--- src/rtl/psg_pkg.sv ---
// shared types, constants and lookup functions for the three-voice sound generator
`timescale 1ns / 1ps
package psg_pkg;

   localparam int unsigned QueueDepth = 2;
   localparam logic [15:0] FilterCoefReset = 16'd41288;
   localparam logic [7:0] MixerReset = 8'hFF;

   // register numbers with side effects or fixed roles
   localparam logic [3:0] RegNoisePeriod = 4'd6;
   localparam logic [3:0] RegMixer = 4'd7;
   localparam logic [3:0] RegVolumeA = 4'd8;
   localparam logic [3:0] RegEnvFine = 4'd11;
   localparam logic [3:0] RegEnvCoarse = 4'd12;
   localparam logic [3:0] RegEnvShape = 4'd13;

   typedef enum logic [2:0] {
      OP_SELECT = 3'd0,
      OP_WRITE  = 3'd1,
      OP_READ   = 3'd2,
      OP_TICK   = 3'd3,
      OP_SAMPLE = 3'd4
   } op_code_type;

   typedef enum logic [2:0] {
      CLS_NONE,
      CLS_SELECT,
      CLS_WRITE,
      CLS_READ,
      CLS_TICK,
      CLS_SAMPLE
   } item_class_type;

   typedef enum logic {
      KIND_READ   = 1'b0,
      KIND_SAMPLE = 1'b1
   } rsp_kind_type;

   typedef struct packed {
      logic [2:0] op;
      logic [7:0] value;
   } req_type;

   typedef struct packed {
      logic        kind;
      logic [7:0]  read_data;
      logic signed [15:0] left;
      logic signed [15:0] right;
   } rsp_type;

   // classified item travelling through the queue
   typedef struct packed {
      item_class_type cls;
      logic [7:0]     value;
   } item_type;

   // unfiltered result handed from the engine to the filter stage
   typedef struct packed {
      logic        kind;
      logic [7:0]  read_data;
      logic [15:0] raw_left;
      logic [15:0] raw_right;
   } raw_type;

   function automatic logic [7:0] write_mask(input logic [3:0] idx);
      logic [7:0] m;
      unique case (idx)
         4'd1, 4'd3, 4'd5, 4'd13: m = 8'h0F;
         4'd6, 4'd8, 4'd9, 4'd10: m = 8'h1F;
         default: m = 8'hFF;
      endcase
      return m;
   endfunction

   function automatic logic [13:0] volume_lookup(input logic [3:0] vol);
      logic [13:0] v;
      unique case (vol)
         4'd0: v = 14'd0;
         4'd1: v = 14'd113;
         4'd2: v = 14'd164;
         4'd3: v = 14'd241;
         4'd4: v = 14'd355;
         4'd5: v = 14'd525;
         4'd6: v = 14'd731;
         4'd7: v = 14'd1079;
         4'd8: v = 14'd1498;
         4'd9: v = 14'd2210;
         4'd10: v = 14'd3087;
         4'd11: v = 14'd4345;
         4'd12: v = 14'd5765;
         4'd13: v = 14'd7873;
         4'd14: v = 14'd9181;
         default: v = 14'd10000;
      endcase
      return v;
   endfunction

endpackage

--- src/rtl/psg_front.sv ---
// front end: decodes incoming items and queues them for the engine
`timescale 1ns / 1ps
module psg_front #(
   parameter int unsigned QUEUE_DEPTH = psg_pkg::QueueDepth
) (
   input  logic              clock,
   input  logic              reset,
   input  logic              req_valid,
   output logic              req_stall,
   input  psg_pkg::req_type  req_payload,
   output logic              item_valid,
   input  logic              item_pop,
   output psg_pkg::item_type item
);
   import psg_pkg::*;

   localparam int unsigned PtrWidth = (QUEUE_DEPTH > 1) ? $clog2(QUEUE_DEPTH) : 1;
   localparam int unsigned CountWidth = $clog2(QUEUE_DEPTH + 1);
   localparam logic [PtrWidth-1:0] LastPtr = PtrWidth'(QUEUE_DEPTH - 1);
   localparam logic [CountWidth-1:0] FullCount = CountWidth'(QUEUE_DEPTH);

   item_type queue_ff [QUEUE_DEPTH];
   logic [PtrWidth-1:0] wr_ptr_ff, wr_ptr_in, rd_ptr_ff, rd_ptr_in;
   logic [CountWidth-1:0] count_ff, count_in;
   item_type decoded;
   logic push, pop;

   always_comb begin
      decoded.value = req_payload.value;
      unique case (req_payload.op)
         OP_SELECT: decoded.cls = CLS_SELECT;
         OP_WRITE:  decoded.cls = CLS_WRITE;
         OP_READ:   decoded.cls = CLS_READ;
         OP_TICK:   decoded.cls = CLS_TICK;
         OP_SAMPLE: decoded.cls = CLS_SAMPLE;
         default:   decoded.cls = CLS_NONE;
      endcase
   end

   assign req_stall = (count_ff == FullCount);
   // unused op codes are dropped here
   assign push = req_valid && !req_stall && (decoded.cls != CLS_NONE);
   assign pop = item_pop && item_valid;
   assign item_valid = (count_ff != '0);
   assign item = queue_ff[rd_ptr_ff];

   always_comb begin
      wr_ptr_in = wr_ptr_ff;
      rd_ptr_in = rd_ptr_ff;
      count_in = count_ff;
      if (push) begin
         wr_ptr_in = (wr_ptr_ff == LastPtr) ? '0 : wr_ptr_ff + 1'b1;
      end
      if (pop) begin
         rd_ptr_in = (rd_ptr_ff == LastPtr) ? '0 : rd_ptr_ff + 1'b1;
      end
      if (push && !pop) begin
         count_in = count_ff + 1'b1;
      end else if (pop && !push) begin
         count_in = count_ff - 1'b1;
      end
   end

   always_ff @(posedge clock) begin
      if (reset) begin
         wr_ptr_ff <= '0;
         rd_ptr_ff <= '0;
         count_ff <= '0;
      end else begin
         wr_ptr_ff <= wr_ptr_in;
         rd_ptr_ff <= rd_ptr_in;
         count_ff <= count_in;
      end
   end

   always_ff @(posedge clock) begin
      if (push) begin
         queue_ff[wr_ptr_ff] <= decoded;
      end
   end

endmodule

--- config.mk ---
export PLATFORM = sky130hd
export DESIGN_NAME = psg_front
export DESIGN_NICKNAME = d
export VERILOG_FILES = /design/src/rtl/psg_pkg.sv /design/src/rtl/psg_front.sv
export SDC_FILE = /design/constraint.sdc
export NUM_CORES = 1
export LEC_CHECK = 0
export ABC_AREA = 1
export BUFFER_PORTS_ARGS = -buffer_cell sky130_fd_sc_hd__buf_2
export CAP_MARGIN = 25
export CELL_PAD_IN_SITES_DETAIL_PLACEMENT = 0
export CELL_PAD_IN_SITES_GLOBAL_PLACEMENT = 1
export CORE_MARGIN = 1
export CORE_UTILIZATION = 46
export CTS_BUF_LIST = sky130_fd_sc_hd__clkbuf_4
export DETAILED_ROUTE_END_ITERATION = 10
export GPL_ROUTABILITY_DRIVEN = 0
export PLACE_DENSITY_LB_ADDON = 0.1
export SYNTH_ARGS = -nofsm -noshare
export SYNTH_HDL_FRONTEND = slang
export SYNTH_SLANG_ARGS = --single-unit
--- constraint.sdc ---
create_clock -name clock -period 2.9 [get_ports clock]
set_clock_uncertainty 0.15 [all_clocks]
set_input_delay 0.145 -clock clock [delete_from_list [all_inputs] [get_ports clock]]
set_output_delay 0.145 -clock clock [all_outputs]
set_load 0.005 [all_outputs]
==> results of run 1 <==
-- layout by cell type (no fill, tap or decap), drive strengths merged --
cell type	count
o21ai	3
dlygate4sd3	11
a21oi	4
buf	28
clkbuf	4
nor2	10
edfxtp	22
nand3	3
dfxtp	5
ha	1
nand2	13
inv	9
nor3	1
mux2	11
-- worst paths after layout --
kind / startpoint / to / slack, ns / cells after the start
hold / removal: req_payload[9] / queue_ff[1][8]$_DFFE_PP_ / 0.03 / 2
setup reg to reg: count_ff[0]$_SDFFE_PP0P_ / count_ff[1]$_SDFFE_PP0P_ / 1.35 / 9
setup / recovery: flip-flop / item[9] / 1.15 / 2
hold reg to reg: count_ff[0]$_SDFFE_PP0P_ / count_ff[0]$_SDFFE_PP0P_ / 0.37 / 1
-- cells in the mapped netlist --
master,instances,share of area (%)
a21oi_1,4,1.8
buf_4,1,0.68
dfxtp_1,5,9.0
edfxtp_1,22,60
ha_1,1,1.1
inv_1,8,2.7
inv_2,1,0.34
mux2_2,11,11
nand2_1,11,3.7
nand2_4,2,2.0
nand3_1,3,1.4
nor2_1,7,2.4
nor2_2,2,1.1
nor2_4,1,1.0
nor3_1,1,0.45
o21ai_0,3,1.4
-- state kept, by name, indices dropped and copies added, names as in the netlist, named ones only --
name       count
queue_ff      22
count_ff       2
wr_ptr_ff      1
rd_ptr_ff      1
-- through the flow --
| step | std cells | hold slack, ns | utilization, % |
|---|---|---|---|
| 4_1_cts | 153 | 0.02472 | 63.47 |
| 5_1_grt | 153 | 0.02185 | 63.47 |
| 3_3_place_gp | 138 | 0.1817 | 57.20 |
| 3_5_place_dp | 138 | 0.1880 | 57.20 |
| 6_report | 153 | 0.02746 | 63.47 |
| 2_1_floorplan | 83 | 0.09387 | - |
-- worst max-delay path, cell delays in order (launching register included) --
cell	delay, ns
dfxtp_1	0.63
mux2_2	0.39
buf_2	0.12
-- cell type report --
cell class,instances,area (µm²),share of cell area [%]
clock buffers,4,30.03,2.118
inverters,9,33.78,2.383
multi-input cells,46,305.3,21.54
flip-flops and latches,27,760.7,53.66
well taps,28,35.03,2.471
repair buffers,39,252.7,17.83
-- power by group through the flow --
stage | logic, mW | clock network, mW | registers [mW]
finish | 0.233 | 0.161 | 0.501
global route | 0.262 | 0.182 | 0.509
CTS | 0.235 | 0.168 | 0.503
detailed placement | 0.222 | 0 | 0.512
global placement | 0.220 | 0 | 0.510
floorplan | 0.161 | 0 | 0.495
-- layer usage --
metal,vias to the layer above,part of all wire [%],track usage (%)
met4,0,1.9,8.333
met5,-,0,0
met1,321,44,14.43
li1,372,-,-
met3,4,2.9,2.679
met2,19,51,26.10
-- cells by family after synthesis --
kind of cell | Yosys count | synth area share, %
multiplexers | 11 | 11.19
flip-flops | 27 | 68.70
AND/OR/NAND/NOR | 27 | 12.09
buffers and inverters | 10 | 3.729
AO/OA/AOI/OAI | 7 | 3.164
adder cells (fa/ha/maj) | 1 | 1.130
==> impl_results.md, run 1 <==
* Critical path capture point type: output port
* Period utilisation layout at 60.26%
* Syn-to-layout area delta at 28.02%
* Hold buffers post-CTS at 11
* Clock-pin slew on the worst setup and hold paths at 0.13 ns
* Vias at 716
* Max-cap violations at 0
* Final ANT Viol Nets at 0
* Overall routed net length at 1631 µm
* Final nets at 142
* Internal at 0.6512 mW
* Switching power at 0.2444 mW
* Setup WS post-layout at 1.153 ns
* Area of the mapped netlist at 1107 µm²
* Clock share of power at 18.0%
* CTS root buffer: clkbuf_4
* RSZ-0062 raised after global routing: false
* Worst vdd ir at 471.8 µV
* Vias in the first global route at 661
* Sequential Power Share at 56.0%
* Post-synthesis sequential area ratio at 68.70%
* Post-Synthesis Cells at 83
* Pwr Total at 0.8956 mW
* Post-CTS sizing at 0
* Clk Latency, worst-skew pair at 0.31 ns
* I/O Buffers at 27
* ANT cells at 0
* Sw frac at 27.28%
* Synthesized net count at 99
* Vias/cell at 4.680
* Setup violators final at 0
* Die area at 2608 µm²
* TritonCTS clock tree: done
* WL per Instance at 10.66 µm
* Fillers at 179
* Netlist cell types at 16
* CP Launch Type: flip-flop
* Num ports at 28
* HP Class: in -> reg
* Fmax at 572.3 MHz
* Post-DP HPWL at 1112 µm
* Leak at 0.5949 nW
* Slew Limit Fails at 0
* Die height at 51.07 µm
* Gr usage total at 14.07%
* Synth warn at 0
* Fin crit period at 1.747 ns
* CORE AREA at 2233 µm²
* Outcome: complete, no violations
* Slew @ Worst Pin at 0.4702 ns
* DRC Markers at 0
* Total CTS buffers at 3
* Comb power frac at 26.0%
* WS Path Type: reg -> out
* Final hold viol count at 0
* Post-Layout Inst Area at 1418 µm²
* H-tree levels at 1
* Syn_area_per_cell at 13.34 µm²
* Share of layout cells above drive strength 1 at 39.20%
* Antenna violations before repair at 0
* # clock sinks at 27
* Worst slew margin at 68.61%
* #FFs+latches synth at 27
* Post-CTS Setup Bufs at 0
* Pwr Density at 631.8 nW/µm²
* Placed inst area at 1277 µm²
* Row cnt at 17
* Largest net degree at the start of global routing at 15
* Pre-CTS WS at 1.348 ns
* CTS max path bufs at 2
* Initial Util at 49.58%
* Total gr overflow at 0
* TritonRoute pass-1 iters at 4
* Setup TNS at 0 ns
* Critical path data required time at 2.61 ns
* First DRT Iteration DRCs at 7
* Critical path arrival at 1.45 ns
* Critical path peak fanout at 11
* Width of the die at 51.07 µm
* First-pass GRT wire length at 2601 µm
(Power assumes the default switching activity.)
==> inputs of run 2 (changes only) <==
--- a/config.mk
+++ b/config.mk
@@ -11,7 +11,7 @@
 export CELL_PAD_IN_SITES_DETAIL_PLACEMENT = 0
 export CELL_PAD_IN_SITES_GLOBAL_PLACEMENT = 1
 export CORE_MARGIN = 1
-export CORE_UTILIZATION = 46
+export CORE_UTILIZATION = 39
 export CTS_BUF_LIST = sky130_fd_sc_hd__clkbuf_4
 export DETAILED_ROUTE_END_ITERATION = 10
 export GPL_ROUTABILITY_DRIVEN = 0
==> constraint.sdc (replaced) <==
create_clock -name clock -period 1.6 [get_ports clock]
set_clock_uncertainty 0.15 [all_clocks]
set_input_delay 0.08 -clock clock [delete_from_list [all_inputs] [get_ports clock]]
set_output_delay 0.08 -clock clock [all_outputs]
set_load 0.005 [all_outputs]
==> run 2 against run 1 <==
  * Final cell count grew 4.6%
  * Count of clock-buffer cells in the layout is the same
  * Flip-flop and latch count is the same
  * Design area grew 5.3%
  * First-iteration DRC count grew 110%
  * Critical endpoint is now count_ff[1]$_SDFFE_PP0P_
==> impl_results.md, run 2 (synthesized netlist as in run 1, its figures left out) <==
* Outcome: complete, no violations
* Total CTS buffers at 3
* I/O Buffers at 27
* Row cnt at 18
* Most common cell after layout, fill and taps aside: buf_2
* RR Endpoint: count_ff[1]$_SDFFE_PP0P_
* Final nets at 147
* CTS max path bufs at 2
* Period utilisation layout at 94.81%
* Setup TNS at 0 ns
* Final hold viol count at 0
* Pwr Density at 1112 nW/µm²
* Fin cells at 160
* Clock-pin slew on the worst setup and hold paths at 0.13 ns
* Placed Cells incl. Taps at 142
* # clock sinks at 27
* Final ANT Viol Nets at 0
* Clk Latency, worst-skew pair at 0.30 ns
* Reg2reg start: count_ff[1]$_SDFFE_PP0P_
* R2R cell count at 8
* Die area at 3056 µm²
* Worst Setup EP: count_ff[1]$_SDFFE_PP0P_
* Share of layout cells above drive strength 1 at 43.08%
* Top Registers: queue_ff (22), count_ff (2)
* Area of the multi-input gates at 320.3 µm²
* Fillers at 223
* Number of flip-flops in the largest register at 22
* Critical path capture point type: flip-flop
* Num ports at 28
* Register area at 767.0 µm²
* DRC Markers at 0
* Post-DP HPWL at 1233 µm
* Syn-to-layout area delta at 34.80%
* Overall routed net length at 1642 µm
* First DRT Iteration DRCs at 15
* Setup WS post-layout at 0.08300 ns
* Reg2reg setup slack at 0.14 ns
* Die height at 55.29 µm
* Total gr overflow at 0
* Fin crit period at 1.517 ns
* Vias/cell at 4.544
* TritonRoute pass-1 iters at 3
* Gr usage total at 11.63%
* CTS root buffer: clkbuf_4
* Setup violators final at 0
* First-pass GRT wire length at 2739 µm
* H-tree levels at 1
* Biggest register: queue_ff
* Hold Path Origin: req_payload[9]
* CP Launch Type: input pin
* Worst slew margin at 85.30%
* Slew @ Worst Pin at 0.2182 ns
* TritonCTS clock tree: done
* Critical path peak fanout at 4
* Initial Util at 42.75%
* Pwr Total at 1.659 mW
* Fmax at 659.2 MHz
* Largest net degree at the start of global routing at 15
* Max-cap violations at 0
* Pre-CTS WS at 0.07596 ns
* ANT cells at 0
* Crit. Startpoint: req_payload[8]
* Worst vdd ir at 652.0 µV
* Critical path arrival at 1.59 ns
* Vias in the first global route at 673
* HP Class: in -> reg
* WL per Instance at 10.26 µm
* Antenna violations before repair at 0
* Width of the die at 55.29 µm
* Critical path data required time at 1.67 ns
* Slew Limit Fails at 0
* Leak at 0.6239 nW
* CORE AREA at 2590 µm²
* Commonest non-fill, non-tap cells in the layout: 26 x buf_2, 22 x edfxtp_1, 14 x dlygate4sd3_1, 11 x mux2_2, 11 x nand2_1
* WS Path Type: in -> reg
* Post-CTS Setup Bufs at 0
* Vias at 727
run 2: cell count changes in the layout (fill, tap and decap cells not counted), moves of 2 or more:
| cell | before | now |
|---|---|---|
| buf_4 | 1 | 3 |
| dfxtp_1 | 5 | 2 |
| dfxtp_2 | 0 | 2 |
| dlygate4sd3_1 | 11 | 14 |
| nor2_2 | 2 | 0 |
| nor2_4 | 1 | 3 |
run 2: routing by layer:
layer  wire length (µm)  GRT usage, %  vias to the layer above
met3                 63         3.044                        2
met5                  0             0                        -
met1                693         12.92                      330
met4                 15         5.357                        0
li1                   -             -                      380
met2                869         20.65                       15
run 2: worst max-delay path, stage by stage:
cell and delay (ns):
dlygate4sd3_1 0.54, buf_4 0.15, nor2_4 0.12, nor2_4 0.06
nor2_4 0.08, ha_1 0.24, inv_2 0.06, nand3_1 0.09
nor2_1 0.11, nor2_1 0.05
run 2: layout make-up:
cell class | count | share of cell area [%]
clock buffers | 4 | 2.012
repair buffers | 44 | 20.37
multi-input cells | 46 | 21.46
well taps | 30 | 2.515
flip-flops and latches | 27 | 51.38
inverters | 9 | 2.263
run 2: repair_timing:
item | CTS | global route
hold endpoints to repair | 25 | 0
setup endpoints to repair | 0 | 12
hold buffers | 14 | 0
gates resized for setup | 0 | 9
run 2: worst min-delay path by stage:
| stage | endpoint | slack [ns] | depth (start not counted) |
|---|---|---|---|
| detailed placement | queue_ff[1][0]$_DFFE_PP_ | 0.12 | 1 |
| floorplan | queue_ff[0][0]$_DFFE_PP_ | 0.03 | 0 |
| finish | queue_ff[1][9]$_DFFE_PP_ | 0.08 | 3 |
| global route | queue_ff[0][9]$_DFFE_PP_ | 0.07 | 4 |
| CTS | queue_ff[1][9]$_DFFE_PP_ | 0.04 | 4 |
| global placement | queue_ff[0][2]$_DFFE_PP_ | 0.12 | 1 |
run 2: per-stage QoR:
step / instance area (µm²) / util (%) / hold slack, ns
finish: 1493 / 57.63 / 0.07900
CTS: 1470 / 56.76 / 0.04304
floorplan: 1112 / - / 0.02887
global placement: 1300 / 50.19 / 0.1193
global route: 1493 / 57.63 / 0.06653
detailed placement: 1300 / 50.19 / 0.1216
run 2: power breakdown:
group | switching [mW] | internal [mW]
Combinational | 0.231 | 0.242
Sequential | 0.0378 | 0.857
Clock | 0.177 | 0.114
==> inputs of run 3 (changes only) <==
--- a/config.mk
+++ b/config.mk
@@ -15,7 +15,7 @@
 export CTS_BUF_LIST = sky130_fd_sc_hd__clkbuf_4
 export DETAILED_ROUTE_END_ITERATION = 10
 export GPL_ROUTABILITY_DRIVEN = 0
-export PLACE_DENSITY_LB_ADDON = 0.1
+export PLACE_DENSITY = 0.88
 export SYNTH_ARGS = -nofsm -noshare
 export SYNTH_HDL_FRONTEND = slang
 export SYNTH_SLANG_ARGS = --single-unit
==> run 3 against run 2 <==
  * Global-route usage up 1.1 points
  * Die area unchanged
  * Total power rose by 0.95%
  * Critical path type unchanged
  * Largest cell class unchanged
==> impl_results.md, run 3 (synthesized netlist as in run 1, its figures left out) <==
* Biggest register: queue_ff
* Post-DP HPWL at 1348 µm
* Commonest non-fill, non-tap cells in the layout: 26 x buf_2, 22 x edfxtp_1, 14 x dlygate4sd3_1, 11 x mux2_2, 10 x nand2_1
* Clock-pin slew on the worst setup and hold paths at 0.14 ns
* Hold Path Stages at 3
* WHS Endpoint: queue_ff[0][9]$_DFFE_PP_
* Total CTS buffers at 3
* HP Class: in -> reg
* Comb power frac at 29.8%
* GRT busiest layer: met2
* ANT cells at 0
* TritonCTS clock tree: done
* CTS max path bufs at 2
* Reg2reg start: count_ff[0]$_SDFFE_PP0P_
* RSZ-0062 raised after global routing: false
* Core Util, Final at 58.12%
* WS Path Type: in -> reg
* Pwr Total at 1.675 mW
* Reg2reg setup slack at 0.12 ns
* Share of layout cells above drive strength 1 at 44.62%
* Area of the multi-input gates at 322.8 µm²
* R2R cell count at 10
* Met2 GRT Util at 24.61%
* Slew @ Worst Pin at 0.2291 ns
* Critical path capture point type: flip-flop
* Post-Layout Inst Area at 1505 µm²
* Row cnt at 18
* Period utilisation layout at 94.83%
* Post-CTS Setup Bufs at 0
* Largest net degree at the start of global routing at 16
* Met1 Use GR at 12.77%
* Overall routed net length at 1867 µm
* Clk Latency, worst-skew pair at 0.31 ns
* Antenna violations before repair at 0
* Slew Limit Fails at 0
* Setup WS post-layout at 0.08265 ns
* Final nets at 147
* Sw frac at 28.27%
* First DRT Iteration DRCs at 21
* Critical path data required time at 1.71 ns
* CP Launch Type: input pin
* Max-cap violations at 0
* Sequential Power Share at 53.7%
* Hold Path Origin: req_payload[9]
* H-tree levels at 1
* # clock sinks at 27
* First-pass GRT wire length at 3049 µm
* Critical path arrival at 1.62 ns
* Fillers at 214
* Vias/cell at 4.694
* Setup violators final at 0
* Most common cell after layout, fill and taps aside: buf_2
* Pwr Density at 1113 nW/µm²
* Num ports at 28
* Width of the die at 55.29 µm
* Switching power at 0.4735 mW
* Critical path peak fanout at 4
* Total gr overflow at 0
* Met3 Use GR at 3.747%
* Final hold viol count at 0
* Vias at 751
* Internal at 1.202 mW
* Vias in the first global route at 760
* Gr usage total at 12.74%
* Placed inst area at 1313 µm²
* I/O Buffers at 27
* RR Endpoint: count_ff[1]$_SDFFE_PP0P_
* Number of flip-flops in the largest register at 22
* Worst slew margin at 84.57%
* Fmax at 659.0 MHz
* Clock share of power at 16.5%
* Register area at 767.0 µm²
* DRC Markers at 0
* Outcome: complete, no violations
* TritonRoute pass-1 iters at 4
* Setup TNS at 0 ns
* Final ANT Viol Nets at 0
* Cell breakdown of the critical path: dlygate4sd3_1, buf_4, nor2_4, nor2_4, nor2_4, ha_1, inv_2, nand3_1, nand2_1, nand2_1, nor2_1
* CTS root buffer: clkbuf_4
* Die height at 55.29 µm
* Syn-to-layout area delta at 35.93%
* Slowest cell on the critical path: dlygate4sd3_1
* Crit path top cell by count: nor2_4
* Top Registers: queue_ff (22), count_ff (2)
* Fin crit period at 1.517 ns
* WL per Instance at 11.67 µm
* Leak at 0.6248 nW
* Pre-CTS WS at 0.02954 ns
* Worst vdd ir at 747.1 µV
* Die area at 3056 µm²
* Slowest stage delay, CP at 0.54 ns
* CORE AREA at 2590 µm²
* Initial Util at 42.75%
-- run 3: worst max-delay path: cells and delay by family --
family	cells	cell delay [ns]
buf+inv	3	0.77
fa+ha+maj	1	0.24
simple gates	7	0.55
-- run 3: final cells by class --
type,instances,area share [%]
Sequential cell,27,50.96
Multi-Input combinational cell,46,21.45
Timing Repair Buffer,44,21.03
Tap cell,30,2.494
Inverter,9,2.244
Clock buffer,3,1.496
Clock inverter,1,0.3325
-- run 3: routing by layer --
layer  routed length (µm)  up-vias
met5                    0        -
met4                    0        0
met3                  116        0
met2                 1045       22
met1                  706      348
li1                     -      381
-- run 3: worst max path at each step --
stage                        startpoint                        to  depth (start not counted)
2_1_floorplan  count_ff[0]$_SDFFE_PP0P_  queue_ff[0][0]$_DFFE_PP_                          4
3_3_place_gp   count_ff[1]$_SDFFE_PP0P_  count_ff[1]$_SDFFE_PP0P_                          8
3_5_place_dp   count_ff[1]$_SDFFE_PP0P_  count_ff[1]$_SDFFE_PP0P_                          9
4_1_cts                       flip-flop                   item[0]                          3
5_1_grt                       flip-flop                   item[0]                          3
6_report                 req_payload[8]  count_ff[1]$_SDFFE_PP0P_                         11
-- run 3: through the flow --
step | hold slack (ns) | instances
3_5_place_dp | 0.1213 | 142
6_report | 0.07999 | 160
4_1_cts | 0.02926 | 160
2_1_floorplan | 0.02887 | 83
5_1_grt | 0.06918 | 160
3_3_place_gp | 0.1189 | 142
-- run 3: power groups by stage --
stage | logic, mW | clock network (mW) | registers (mW)
final | 0.500 | 0.276 | 0.899
after global routing | 0.553 | 0.326 | 0.905
after CTS | 0.487 | 0.291 | 0.891
after detailed placement | 0.458 | 0 | 0.906
after global placement | 0.440 | 0 | 0.898
after floorplan | 0.294 | 0 | 0.897
-- run 3: repair_timing --
action | in CTS | in global routing
setup endpoints to repair | 1 | 12
endpoints found under the hold margin | 25 | 0
gates cloned | 0 | 0
hold buffers | 14 | 0
resized for setup | 1 | 10
pin swaps | 0 | 2
